### config.mk
export PLATFORM = sky130hd
export DESIGN_NAME = block_skewness_kurtosis
export DESIGN_NICKNAME = d
export VERILOG_FILES = /design/src/rtl/bsk_pkg.sv /design/src/rtl/block_skewness_kurtosis.sv /design/src/rtl/bsk_div.sv /design/src/rtl/bsk_mul.sv
export SDC_FILE = /design/constraint.sdc
export NUM_CORES = 2
export LEC_CHECK = 0
export ABC_CLOCK_PERIOD_IN_PS = 16200
export BUFFER_PORTS_ARGS = -buffer_cell sky130_fd_sc_hd__buf_2
export CORE_MARGIN = 10
export CORE_UTILIZATION = 40
export DETAILED_ROUTE_END_ITERATION = 8
export HOLD_SLACK_MARGIN = 0.1
export SETUP_SLACK_MARGIN = 0.1
export SKIP_LAST_GASP = 1
export SLEW_MARGIN = 20
export SYNTH_ARGS = -nofsm -noshare
export SYNTH_HDL_FRONTEND = slang
export SYNTH_SLANG_ARGS = --single-unit
### constraint.sdc
create_clock -name clk -period 16.2 [get_ports clk]
set_input_delay 0.81 -clock clk [delete_from_list [all_inputs] [get_ports clk]]
set_output_delay 0.81 -clock clk [all_outputs]
set_load 0.05 [all_outputs]
### src/rtl/bsk_pkg.sv
// Shared types and constants for the block skewness and kurtosis engine.
`default_nettype none

package bsk_pkg;

    // Fixed-point formats.
    localparam int FRAC_BITS   = 12;
    localparam int MEAN_W      = 16;
    localparam int STD_W       = 16;
    localparam int Z_W         = 20;
    localparam int SQ_W        = 27;
    localparam int CUBE_W      = 34;
    localparam int FOUR_W      = 41;
    localparam int ACC_W       = 48;
    localparam int OUT_W       = 32;
    localparam int COUNT_OUT_W = 13;
    localparam int M_DATA_W    = 80;
    localparam int PADDR_W     = 3;
    localparam int ROUND_HALF  = 2048;
    localparam int KURT_OFFSET = 12288;
    localparam int MUL_DIGIT   = 4;

    // Saturation limits of the standardized magnitude.
    localparam logic [Z_W-1:0] Z_POS_LIM = 20'h7_FFFF;
    localparam logic [Z_W-1:0] Z_NEG_LIM = 20'h8_0000;

    // Accumulator and result limits.
    localparam logic [ACC_W-1:0] ACC_MAX = 48'h7FFF_FFFF_FFFF;
    localparam logic [ACC_W-1:0] ACC_MIN = 48'h8000_0000_0000;
    localparam logic [OUT_W-1:0] OUT_MAX = 32'h7FFF_FFFF;
    localparam logic [OUT_W-1:0] OUT_MIN = 32'h8000_0000;

    // Register word indexes.
    localparam logic REG_MEAN = 1'b0;
    localparam logic REG_STD  = 1'b1;

    // Sequencer states.
    typedef enum logic [3:0] {
        ST_IDLE,
        ST_PREP,
        ST_ZDIV,
        ST_SQ_GO,
        ST_SQ,
        ST_POW_GO,
        ST_POW,
        ST_ACC,
        ST_FDIV_GO,
        ST_FDIV,
        ST_RES
    } bsk_state_t;

endpackage

`default_nettype wire

### src/rtl/block_skewness_kurtosis.sv
// Samples transfer only in the idle state, so a new sample waits until the last one is through:
// it is centered at its transfer, divided by std for z, squared, then raised to the cube and
// fourth power by two multipliers in parallel, and added to the sums. A last sample then runs
// the two final divides, and its result is loaded into the output register once that is free;
// a stalled output delays both the result and the next sample. A sample that meets a full block skips the math.
// Reset clears the sums, the count, the output valid flag and sets mean 0, std 1.
`default_nettype none

module block_skewness_kurtosis import bsk_pkg::*; #(
    parameter int MAX_BLOCK   = 4096,
    parameter int SAMPLE_BITS = 16
) (
    input  logic                                clk,
    input  logic                                rst_n,
    // Configuration port.
    input  logic                                psel,
    input  logic                                penable,
    input  logic                                pwrite,
    input  logic [PADDR_W-1:0]                  paddr,
    input  logic [31:0]                         pwdata,
    output logic [31:0]                         prdata,
    output logic                                pready,
    // Sample stream.
    input  logic                                s_tvalid,
    output logic                                s_tready,
    input  logic [((SAMPLE_BITS+7)/8)*8-1:0]    s_tdata,  // sample
    input  logic                                s_tlast,  // last_sample
    // Result stream.
    output logic                                m_tvalid,
    input  logic                                m_tready,
    output logic [M_DATA_W-1:0]                 m_tdata   // skewness, excess_kurtosis, sample_count
);

    localparam int D_W    = ((SAMPLE_BITS > MEAN_W) ? SAMPLE_BITS : MEAN_W) + 1;
    localparam int NZ_W   = D_W + FRAC_BITS;
    localparam int ZCMP_W = NZ_W - Z_W + STD_W;
    localparam int CNT_W  = $clog2(MAX_BLOCK + 1);
    localparam int FCMP_W = ACC_W + 1 - OUT_W + CNT_W;

    // Saturating add into a 48-bit accumulator.
    function automatic logic [ACC_W-1:0] sat_add(input logic [ACC_W-1:0] acc,
                                                 input logic [ACC_W:0]   addend);
        logic [ACC_W:0] s;
        s = {acc[ACC_W-1], acc} + addend;
        if (s[ACC_W] != s[ACC_W-1])
            sat_add = s[ACC_W] ? ACC_MIN : ACC_MAX;
        else
            sat_add = s[ACC_W-1:0];
    endfunction

    bsk_state_t state_reg;
    bsk_state_t state_next;

    logic [MEAN_W-1:0]      mean_reg;
    logic [STD_W-1:0]       std_reg;
    logic [CNT_W-1:0]       count_reg;
    logic [ACC_W-1:0]       cube_sum_reg;
    logic [ACC_W-1:0]       four_sum_reg;
    logic [D_W-1:0]         d_reg;
    logic                   last_reg;
    logic                   z_ovf_reg;
    logic [Z_W-1:0]         m_reg;
    logic [SQ_W-1:0]        sq_reg;
    logic [CUBE_W-1:0]      cube_term_reg;
    logic [FOUR_W-1:0]      four_term_reg;
    logic                   cneg_reg;
    logic                   kneg_reg;
    logic                   covf_reg;
    logic                   kovf_reg;
    logic                   out_valid_reg;
    logic [OUT_W-1:0]       skew_out_reg;
    logic [OUT_W-1:0]       kurt_out_reg;
    logic [COUNT_OUT_W-1:0] cnt_out_reg;

    logic                   cfg_write;
    logic                   full;
    logic                   out_free;
    logic                   zdiv_start;
    logic                   sq_start;
    logic                   pow_start;
    logic                   fdiv_start;
    logic                   res_load;

    logic [SAMPLE_BITS-1:0] samp;
    logic [D_W-1:0]         d_next;
    logic [STD_W-1:0]       den;
    logic [NZ_W:0]          dsh;
    logic [NZ_W:0]          nz_full;
    logic [NZ_W-1:0]        nz;
    logic                   z_ovf;
    logic [Z_W-1:0]         zq;
    logic                   zdiv_done;
    logic [Z_W-1:0]         z_lim;
    logic [Z_W-1:0]         m_next;

    logic [2*Z_W-1:0]       p_sq;
    logic                   sq_done;
    logic [2*Z_W:0]         sq_rnd;
    logic [SQ_W+Z_W-1:0]    p_cube;
    logic                   cube_done;
    logic [SQ_W+Z_W:0]      cube_rnd;
    logic [2*SQ_W-1:0]      p_four;
    logic                   four_done;
    logic [2*SQ_W:0]        four_rnd;
    logic [ACC_W:0]         cube_add;

    logic [CNT_W-1:0]       n;
    logic [ACC_W:0]         n_half;
    logic [ACC_W:0]         cnum;
    logic [ACC_W:0]         knum;
    logic                   covf;
    logic                   kovf;
    logic [OUT_W-1:0]       cq;
    logic [OUT_W-1:0]       kq;
    logic                   cdiv_done;
    logic                   kdiv_done;
    logic [OUT_W+1:0]       kval;
    logic [OUT_W-1:0]       skew_next;
    logic [OUT_W-1:0]       kurt_next;
    logic [CNT_W+COUNT_OUT_W-1:0] cnt_ext;

    // Configuration registers, decoded by word index.
    assign cfg_write = psel && penable && pwrite;
    assign pready    = 1'b1;

    always_ff @(posedge clk or negedge rst_n)
    begin
        if (!rst_n)
        begin
            mean_reg <= '0;
            std_reg  <= STD_W'(1);
        end
        else if (cfg_write)
        begin
            unique case (paddr[2])
                REG_MEAN: mean_reg <= pwdata[MEAN_W-1:0];
                REG_STD:  std_reg  <= pwdata[STD_W-1:0];
                default:  ;
            endcase
        end
    end

    always_comb
    begin
        unique case (paddr[2])
            REG_MEAN: prdata = {{(32-MEAN_W){mean_reg[MEAN_W-1]}}, mean_reg};
            REG_STD:  prdata = 32'(std_reg);
            default:  prdata = '0;
        endcase
    end

    // Centering of the incoming sample.
    assign samp   = s_tdata[SAMPLE_BITS-1:0];
    assign d_next = {{(D_W-SAMPLE_BITS){samp[SAMPLE_BITS-1]}}, samp}
                  - {{(D_W-MEAN_W){mean_reg[MEAN_W-1]}}, mean_reg};

    // Rounded numerator |d| * 4096 + den/2 and the early saturation check.
    assign den     = (std_reg == '0) ? STD_W'(1) : std_reg;
    assign dsh     = {d_reg[D_W-1], d_reg, {FRAC_BITS{1'b0}}};
    assign nz_full = d_reg[D_W-1] ? ((NZ_W+1)'(den >> 1) - dsh)
                                  : (dsh + (NZ_W+1)'(den >> 1));
    assign nz      = nz_full[NZ_W-1:0];
    assign z_ovf   = ZCMP_W'(nz[NZ_W-1:Z_W]) >= ZCMP_W'(den);

    bsk_div #(
        .NUM_W (NZ_W),
        .DEN_W (STD_W),
        .Q_W   (Z_W)
    ) u_zdiv (
        .clk   (clk),
        .rst_n (rst_n),
        .start (zdiv_start),
        .num   (nz),
        .den   (den),
        .done  (zdiv_done),
        .quot  (zq)
    );

    // Standardized magnitude, saturated to Q8.12.
    assign z_lim  = d_reg[D_W-1] ? Z_NEG_LIM : Z_POS_LIM;
    assign m_next = (z_ovf_reg || (zq > z_lim)) ? z_lim : zq;

    bsk_mul #(
        .A_W (Z_W),
        .B_W (Z_W)
    ) u_mul_sq (
        .clk     (clk),
        .rst_n   (rst_n),
        .start   (sq_start),
        .a       (m_reg),
        .b       (m_reg),
        .done    (sq_done),
        .product (p_sq)
    );

    bsk_mul #(
        .A_W (SQ_W),
        .B_W (Z_W)
    ) u_mul_cube (
        .clk     (clk),
        .rst_n   (rst_n),
        .start   (pow_start),
        .a       (sq_reg),
        .b       (m_reg),
        .done    (cube_done),
        .product (p_cube)
    );

    bsk_mul #(
        .A_W (SQ_W),
        .B_W (SQ_W)
    ) u_mul_four (
        .clk     (clk),
        .rst_n   (rst_n),
        .start   (pow_start),
        .a       (sq_reg),
        .b       (sq_reg),
        .done    (four_done),
        .product (p_four)
    );

    // Round each product back to Q.12.
    assign sq_rnd   = {1'b0, p_sq} + (2*Z_W+1)'(ROUND_HALF);
    assign cube_rnd = {1'b0, p_cube} + (SQ_W+Z_W+1)'(ROUND_HALF);
    assign four_rnd = {1'b0, p_four} + (2*SQ_W+1)'(ROUND_HALF);
    assign cube_add = d_reg[D_W-1] ? -((ACC_W+1)'(cube_term_reg))
                                   : (ACC_W+1)'(cube_term_reg);

    // Final rounded numerators and the early saturation check.
    assign full   = (count_reg == CNT_W'(MAX_BLOCK));
    assign n      = (count_reg == '0) ? CNT_W'(1) : count_reg;
    assign n_half = (ACC_W+1)'(n >> 1);
    assign cnum   = cube_sum_reg[ACC_W-1] ? (n_half - {cube_sum_reg[ACC_W-1], cube_sum_reg})
                                          : ({cube_sum_reg[ACC_W-1], cube_sum_reg} + n_half);
    assign knum   = four_sum_reg[ACC_W-1] ? (n_half - {four_sum_reg[ACC_W-1], four_sum_reg})
                                          : ({four_sum_reg[ACC_W-1], four_sum_reg} + n_half);
    assign covf   = FCMP_W'(cnum[ACC_W:OUT_W]) >= FCMP_W'(n);
    assign kovf   = FCMP_W'(knum[ACC_W:OUT_W]) >= FCMP_W'(n);

    bsk_div #(
        .NUM_W (ACC_W + 1),
        .DEN_W (CNT_W),
        .Q_W   (OUT_W)
    ) u_cdiv (
        .clk   (clk),
        .rst_n (rst_n),
        .start (fdiv_start),
        .num   (cnum),
        .den   (n),
        .done  (cdiv_done),
        .quot  (cq)
    );

    bsk_div #(
        .NUM_W (ACC_W + 1),
        .DEN_W (CNT_W),
        .Q_W   (OUT_W)
    ) u_kdiv (
        .clk   (clk),
        .rst_n (rst_n),
        .start (fdiv_start),
        .num   (knum),
        .den   (n),
        .done  (kdiv_done),
        .quot  (kq)
    );

    // Signed results with saturation to 32 bits.
    always_comb
    begin
        if (!cneg_reg)
            skew_next = (covf_reg || cq[OUT_W-1]) ? OUT_MAX : cq;
        else
            skew_next = (covf_reg || (cq > OUT_MIN)) ? OUT_MIN : -cq;

        kval = kneg_reg ? (-(OUT_W+2)'(kq) - (OUT_W+2)'(KURT_OFFSET))
                        : ((OUT_W+2)'(kq) - (OUT_W+2)'(KURT_OFFSET));
        if (kovf_reg)
            kurt_next = kneg_reg ? OUT_MIN : OUT_MAX;
        else if ((kval[OUT_W+1] == kval[OUT_W]) && (kval[OUT_W] == kval[OUT_W-1]))
            kurt_next = kval[OUT_W-1:0];
        else
            kurt_next = kval[OUT_W+1] ? OUT_MIN : OUT_MAX;
    end

    assign cnt_ext  = (CNT_W + COUNT_OUT_W)'(count_reg);
    assign out_free = !out_valid_reg || m_tready;

    // Sequencer state register.
    always_ff @(posedge clk or negedge rst_n)
    begin
        if (!rst_n)
            state_reg <= ST_IDLE;
        else
            state_reg <= state_next;
    end

    // Next-state logic.
    always_comb
    begin
        state_next = state_reg;
        unique case (state_reg)
            ST_IDLE:    if (s_tvalid) state_next = ST_PREP;
            ST_PREP:
            begin
                if (!full)
                    state_next = ST_ZDIV;
                else if (last_reg)
                    state_next = ST_FDIV_GO;
                else
                    state_next = ST_IDLE;
            end
            ST_ZDIV:    if (zdiv_done) state_next = ST_SQ_GO;
            ST_SQ_GO:   state_next = ST_SQ;
            ST_SQ:      if (sq_done) state_next = ST_POW_GO;
            ST_POW_GO:  state_next = ST_POW;
            ST_POW:     if (four_done) state_next = ST_ACC;
            ST_ACC:     state_next = last_reg ? ST_FDIV_GO : ST_IDLE;
            ST_FDIV_GO: state_next = ST_FDIV;
            ST_FDIV:    if (cdiv_done) state_next = ST_RES;
            ST_RES:     if (out_free) state_next = ST_IDLE;
            default:    state_next = ST_IDLE;
        endcase
    end

    // Control outputs of the sequencer.
    always_comb
    begin
        s_tready   = 1'b0;
        zdiv_start = 1'b0;
        sq_start   = 1'b0;
        pow_start  = 1'b0;
        fdiv_start = 1'b0;
        res_load   = 1'b0;
        unique case (state_reg)
            ST_IDLE:    s_tready   = 1'b1;
            ST_PREP:    zdiv_start = !full;
            ST_SQ_GO:   sq_start   = 1'b1;
            ST_POW_GO:  pow_start  = 1'b1;
            ST_FDIV_GO: fdiv_start = 1'b1;
            ST_RES:     res_load   = out_free;
            default:    ;
        endcase
    end

    // Count and saturating sums.
    always_ff @(posedge clk or negedge rst_n)
    begin
        if (!rst_n)
        begin
            count_reg    <= '0;
            cube_sum_reg <= '0;
            four_sum_reg <= '0;
        end
        else if (res_load)
        begin
            count_reg    <= '0;
            cube_sum_reg <= '0;
            four_sum_reg <= '0;
        end
        else if (state_reg == ST_ACC)
        begin
            count_reg    <= count_reg + 1'b1;
            cube_sum_reg <= sat_add(cube_sum_reg, cube_add);
            four_sum_reg <= sat_add(four_sum_reg, (ACC_W+1)'(four_term_reg));
        end
    end

    // Per-sample working registers.
    always_ff @(posedge clk)
    begin
        if (s_tvalid && s_tready)
        begin
            d_reg    <= d_next;
            last_reg <= s_tlast;
        end
        if (zdiv_start)
            z_ovf_reg <= z_ovf;
        if ((state_reg == ST_ZDIV) && zdiv_done)
            m_reg <= m_next;
        if ((state_reg == ST_SQ) && sq_done)
            sq_reg <= sq_rnd[FRAC_BITS +: SQ_W];
        if ((state_reg == ST_POW) && four_done)
        begin
            cube_term_reg <= cube_rnd[FRAC_BITS +: CUBE_W];
            four_term_reg <= four_rnd[FRAC_BITS +: FOUR_W];
        end
        if (fdiv_start)
        begin
            cneg_reg <= cube_sum_reg[ACC_W-1];
            kneg_reg <= four_sum_reg[ACC_W-1];
            covf_reg <= covf;
            kovf_reg <= kovf;
        end
    end

    // Output register; holds a result until its transfer.
    always_ff @(posedge clk or negedge rst_n)
    begin
        if (!rst_n)
            out_valid_reg <= 1'b0;
        else if (res_load)
            out_valid_reg <= 1'b1;
        else if (m_tready)
            out_valid_reg <= 1'b0;
    end

    always_ff @(posedge clk)
    begin
        if (res_load)
        begin
            skew_out_reg <= skew_next;
            kurt_out_reg <= kurt_next;
            cnt_out_reg  <= cnt_ext[COUNT_OUT_W-1:0];
        end
    end

    assign m_tvalid = out_valid_reg;
    assign m_tdata  = M_DATA_W'({cnt_out_reg, kurt_out_reg, skew_out_reg});

`ifndef ASSERT_OFF
    // A transfer in always moves the sequencer to the preparation step.
    a_accept_prep: assert property (@(posedge clk) disable iff (!rst_n)
        (s_tvalid && s_tready) |=> (state_reg == ST_PREP))
        else $error("accepted sample did not start processing");

    // The cube product, having fewer digits, finishes while the fourth power still runs.
    a_cube_first: assert property (@(posedge clk) disable iff (!rst_n)
        cube_done |-> ((state_reg == ST_POW) && !four_done))
        else $error("cube multiplier finished out of step");

    // The two final dividers run in lockstep.
    a_fdiv_lockstep: assert property (@(posedge clk) disable iff (!rst_n)
        kdiv_done == cdiv_done)
        else $error("final dividers out of step");

    // Loading a result presents it and clears the block state.
    a_res_clears: assert property (@(posedge clk) disable iff (!rst_n)
        res_load |=> (m_tvalid && (count_reg == '0) && (cube_sum_reg == '0)))
        else $error("result load did not clear the block");
`endif

endmodule

`default_nettype wire

### src/rtl/bsk_div.sv
// Restoring divider that produces one quotient bit per cycle.
`default_nettype none

module bsk_div import bsk_pkg::*; #(
    parameter int NUM_W = 32,
    parameter int DEN_W = 16,
    parameter int Q_W   = 20
) (
    input  logic             clk,
    input  logic             rst_n,
    input  logic             start,
    input  logic [NUM_W-1:0] num,
    input  logic [DEN_W-1:0] den,
    output logic             done,
    output logic [Q_W-1:0]   quot
);

    localparam int STEP_W = $clog2(Q_W + 1);

    logic [DEN_W-1:0]       den_reg;
    logic [DEN_W-1:0]       rem_reg;
    logic [Q_W-1:0]         bits_reg;
    logic [STEP_W-1:0]      step_reg;
    logic                   done_reg;
    logic [NUM_W+DEN_W-1:0] num_ext;
    logic [DEN_W:0]         trial;
    logic [DEN_W:0]         diff;
    logic                   fits;

    // The caller guarantees num / 2^Q_W < den, so the upper part starts as the remainder.
    assign num_ext = (NUM_W + DEN_W)'(num);
    assign trial   = {rem_reg, bits_reg[Q_W-1]};
    assign diff    = trial - {1'b0, den_reg};
    assign fits    = trial >= {1'b0, den_reg};

    // One trial subtraction per cycle; quotient bits shift in from the bottom.
    always_ff @(posedge clk or negedge rst_n)
    begin
        if (!rst_n)
        begin
            step_reg <= '0;
            done_reg <= 1'b0;
        end
        else if (start)
        begin
            step_reg <= STEP_W'(Q_W);
            done_reg <= 1'b0;
        end
        else if (step_reg != '0)
        begin
            step_reg <= step_reg - 1'b1;
            done_reg <= (step_reg == STEP_W'(1));
        end
        else
        begin
            done_reg <= 1'b0;
        end
    end

    always_ff @(posedge clk)
    begin
        if (start)
        begin
            den_reg  <= den;
            rem_reg  <= num_ext[Q_W +: DEN_W];
            bits_reg <= num[Q_W-1:0];
        end
        else if (step_reg != '0)
        begin
            rem_reg  <= fits ? diff[DEN_W-1:0] : trial[DEN_W-1:0];
            bits_reg <= {bits_reg[Q_W-2:0], fits};
        end
    end

    assign done = done_reg;
    assign quot = bits_reg;

endmodule

`default_nettype wire

### src/rtl/bsk_mul.sv
// Digit-serial multiplier that consumes one 4-bit digit of the multiplier per cycle.
`default_nettype none

module bsk_mul import bsk_pkg::*; #(
    parameter int A_W = 20,
    parameter int B_W = 20
) (
    input  logic               clk,
    input  logic               rst_n,
    input  logic               start,
    input  logic [A_W-1:0]     a,
    input  logic [B_W-1:0]     b,
    output logic               done,
    output logic [A_W+B_W-1:0] product
);

    localparam int STEPS  = (B_W + MUL_DIGIT - 1) / MUL_DIGIT;
    localparam int BP_W   = STEPS * MUL_DIGIT;
    localparam int STEP_W = $clog2(STEPS + 1);

    logic [A_W-1:0]           a_reg;
    logic [BP_W-1:0]          b_reg;
    logic [A_W-1:0]           hi_reg;
    logic [BP_W-1:0]          lo_reg;
    logic [STEP_W-1:0]        step_reg;
    logic                     done_reg;
    logic [A_W+MUL_DIGIT-1:0] partial;
    logic [A_W+MUL_DIGIT-1:0] sum;
    logic [A_W+BP_W-1:0]      full;

    // Partial product of the multiplicand and the lowest remaining digit.
    assign partial = (A_W + MUL_DIGIT)'(a_reg) * (A_W + MUL_DIGIT)'(b_reg[MUL_DIGIT-1:0]);
    assign sum     = partial + (A_W + MUL_DIGIT)'(hi_reg);

    always_ff @(posedge clk or negedge rst_n)
    begin
        if (!rst_n)
        begin
            step_reg <= '0;
            done_reg <= 1'b0;
        end
        else if (start)
        begin
            step_reg <= STEP_W'(STEPS);
            done_reg <= 1'b0;
        end
        else if (step_reg != '0)
        begin
            step_reg <= step_reg - 1'b1;
            done_reg <= (step_reg == STEP_W'(1));
        end
        else
        begin
            done_reg <= 1'b0;
        end
    end

    // Low digits of each sum retire into the low half of the product.
    always_ff @(posedge clk)
    begin
        if (start)
        begin
            a_reg  <= a;
            b_reg  <= BP_W'(b);
            hi_reg <= '0;
            lo_reg <= '0;
        end
        else if (step_reg != '0)
        begin
            b_reg  <= b_reg >> MUL_DIGIT;
            hi_reg <= sum[MUL_DIGIT +: A_W];
            lo_reg <= {sum[MUL_DIGIT-1:0], lo_reg[BP_W-1:MUL_DIGIT]};
        end
    end

    assign full    = {hi_reg, lo_reg};
    assign done    = done_reg;
    assign product = full[A_W+B_W-1:0];

endmodule

`default_nettype wire
==> metrics.csv <==
metric,value,unit
critical_path_required,16.84,ns
cpPeakStageDelay,0.58,ns
post-cts-setup-buffers,0,
unrepaired_setup_endpoints_after_global_routing,no,
number_of_antenna_violations_at_the_first_check_in_global_routing,1,
postSynthAreaPerCell,9.11,um^2
post_cts.resized_instances,0,
hold_viol_final,0,
fin_nets,7010,
cts_tree,done,
grt_max_degree,93,
fraction_of_layout_instances_using_a_drive_strength_above_1,0.0739,
layout.area.seq,21300,um^2
synth-edff-count,484,
criticalPathCategory,flop to flop,
place.port_buffers,151,
cp-end-kind,flop,
routed_wirelength,140000,um
timing.fmax,148,MHz
asyncSetResetFlopFracSynth,0.227,
cts_max_level,3,
start_util,0.402,
diodes,0,
timing.reg2reg.setup_slack,9.46,ns
leading_cell_type_in_the_layout_fill_and_taps_excluded,sky130_fd_sc_hd__nand2_1,
worstPathArrival,7.37,ns
fin_tns_setup,0,ns
post_synth_num_cell_types,105,
routed-via-count,44800,
maxCapViolCount,0,
worst_clock_skew,0.0449,ns
cts-buffers-inserted,91,
post_cts_hold_buffer_count,0,
worstPathMaxFanout,25,
design.die.area,162000,um^2
groute.usage.overall,0.169,
die-height,402,um
synth_cells,6419,
ios,174,
routed_via_density,5.36,
core_area,146000,um^2
final_cell_mix,"sky130_fd_sc_hd__nand2_1 (1026), sky130_fd_sc_hd__edfxtp_1 (484), sky130_fd_sc_hd__a21oi_1 (426)",
final.min_clock_period,6.74,ns
crit_path_cell_trace,or4_1 > or3_1 > or3_1 > or3_1 > or3_1 > nand2b_1 > nand2b_1 > o41ai_1 > xnor2_1 > ha_1 > a21o_1 > a21o_1 > a21o_1 > a21o_1 > a21oi_1 > o21ai_0 > a21oi_1 > o21bai_1 > a41oi_1 > xnor2_1 > a21oi_4 > buf_4 > a221o_1,
multi_input_area,34700,um^2
outcome,completed,
drt_drc_violations_left,0,
grt_pass1_wl,230000,um
layout-area-overhead-vs-synth,9.00,%
row_count,140,
fillers,14100,
grt-ovfl-total,0,
cts.clk_slew.worst_paths,0.06,ns
min-delay-path-class,input port to async pin,
synth_flop_cell,sky130_fd_sc_hd__edfxtp_1,
first_iter_violations,2556,
dp.final_hpwl,106000,um
wire_per_inst,16.7,um
worst_skew_pair.late_latency,0.71,ns
final_antenna_net_count,0,
min_period_over_period,0.416,
setup_violations,0,
clk_root_buffer_cell,sky130_fd_sc_hd__clkbuf_16,
ys.warnings.count,0,
synth_sequential_area_ratio,0.363,
synthesis.area,58500,um^2
synth.ff_latch_count,776,
slew_violations,0,
floorplan.die.width,402,um
place_congestion,0.884,
startpoint_type,flop,
worstMarginPinSlew,1.05,ns
detail_route.first_pass.iterations,6,
max_stage_delay_cell_worst_path,sky130_fd_sc_hd__or4_1,
clock_sinks,776,
first_global_vias,43900,
max_slew_margin_vs_limit,0.291,
clock_path_buffers,3,
area by class of cell:
cell class                      count  area share
Clock buffer                      138      0.0402
Clock inverter                     32     0.00614
Inverter                          355      0.0209
Multi-Input combinational cell   4956       0.544
Sequential cell                   776       0.333
Tap cell                         1917      0.0376
Timing Repair Buffer              197      0.0177
critical path: cells and delay by family, from the launching register on:
family	cells	cell delay, ns
xor gates and xnor gates	2	0.40
DFF	1	0.41
buffers and inverters	1	0.41
AOI/OAI and AO/OA	12	2.62
and+or+nand+nor	7	2.48
adders and majority gates	1	0.34
synthesized netlist by cell type, types with 125 or more instances:
| cell type | number | area share |
|---|---|---|
| sky130_fd_sc_hd__nand3_1 | 125 | 0.011 |
| sky130_fd_sc_hd__nand2_1 | 1032 | 0.066 |
| sky130_fd_sc_hd__a21oi_1 | 428 | 0.037 |
| sky130_fd_sc_hd__xor2_1 | 151 | 0.023 |
| sky130_fd_sc_hd__and2_1 | 147 | 0.016 |
| sky130_fd_sc_hd__nor2_1 | 402 | 0.026 |
| sky130_fd_sc_hd__a21o_1 | 159 | 0.020 |
| sky130_fd_sc_hd__clkbuf_1 | 277 | 0.018 |
| sky130_fd_sc_hd__nor3_1 | 130 | 0.011 |
| sky130_fd_sc_hd__dfrtp_1 | 175 | 0.075 |
| sky130_fd_sc_hd__xnor2_1 | 388 | 0.058 |
| sky130_fd_sc_hd__fa_1 | 216 | 0.074 |
| sky130_fd_sc_hd__o21ai_0 | 360 | 0.031 |
| sky130_fd_sc_hd__edfxtp_1 | 484 | 0.25 |
| sky130_fd_sc_hd__ha_1 | 358 | 0.077 |
| sky130_fd_sc_hd__inv_1 | 350 | 0.022 |
path summary, 6_finish.rpt:
path,startpoint,endpoint,depth (start not counted)
setup / recovery,cube_term_reg[14],cube_sum_reg[25],23
hold / removal,rst_n,mean_reg[12],1
setup reg to reg,cube_term_reg[14],cube_sum_reg[25],23
hold reg to reg,sq_reg[24],u_mul_cube.a_reg[24],0
max in group asynchronous,rst_n,four_sum_reg[47],3
min in group clk,s_tlast,last_reg,1
per-stage QoR:
step           cells  hold slack (ns)  setup WS [ns]  area [um^2]  utilization
4_1_cts         8370            0.149           9.43        63700        0.438
3_5_place_dp    8200            0.441           9.47        60800        0.418
5_1_grt         8371            0.192           9.01        63800        0.438
3_3_place_gp    8200            0.436           9.52        60800        0.417
6_report        8371            0.165           9.46        63800        0.438
2_1_floorplan   6421            0.417          10.18        58500            -
cells by family (layout without fill, tap and decap cells):
group | after synthesis | in the layout | synth area share
xor+xnor | 542 | 542 | 0.0817
buf+inv | 689 | 722 | 0.0458
simple gates | 2323 | 2323 | 0.187
fa+ha+maj | 579 | 579 | 0.151
flops | 776 | 776 | 0.363
compound gates | 1434 | 1434 | 0.157
mux | 74 | 74 | 0.0137
other cells | 2 | 4 | 0.000128
metal layers:
layer	vias to the layer above	wire length, um	global-route usage
li1	22500	-	-
met1	21300	63600	0.221
met2	862	66100	0.285
met3	211	5810	0.0246
met4	0	4480	0.0571
met5	-	0	0
Power is left out: the tool's default activity adds up to more than one toggle a clock period on the data nets, which glitch-free logic cannot reach.
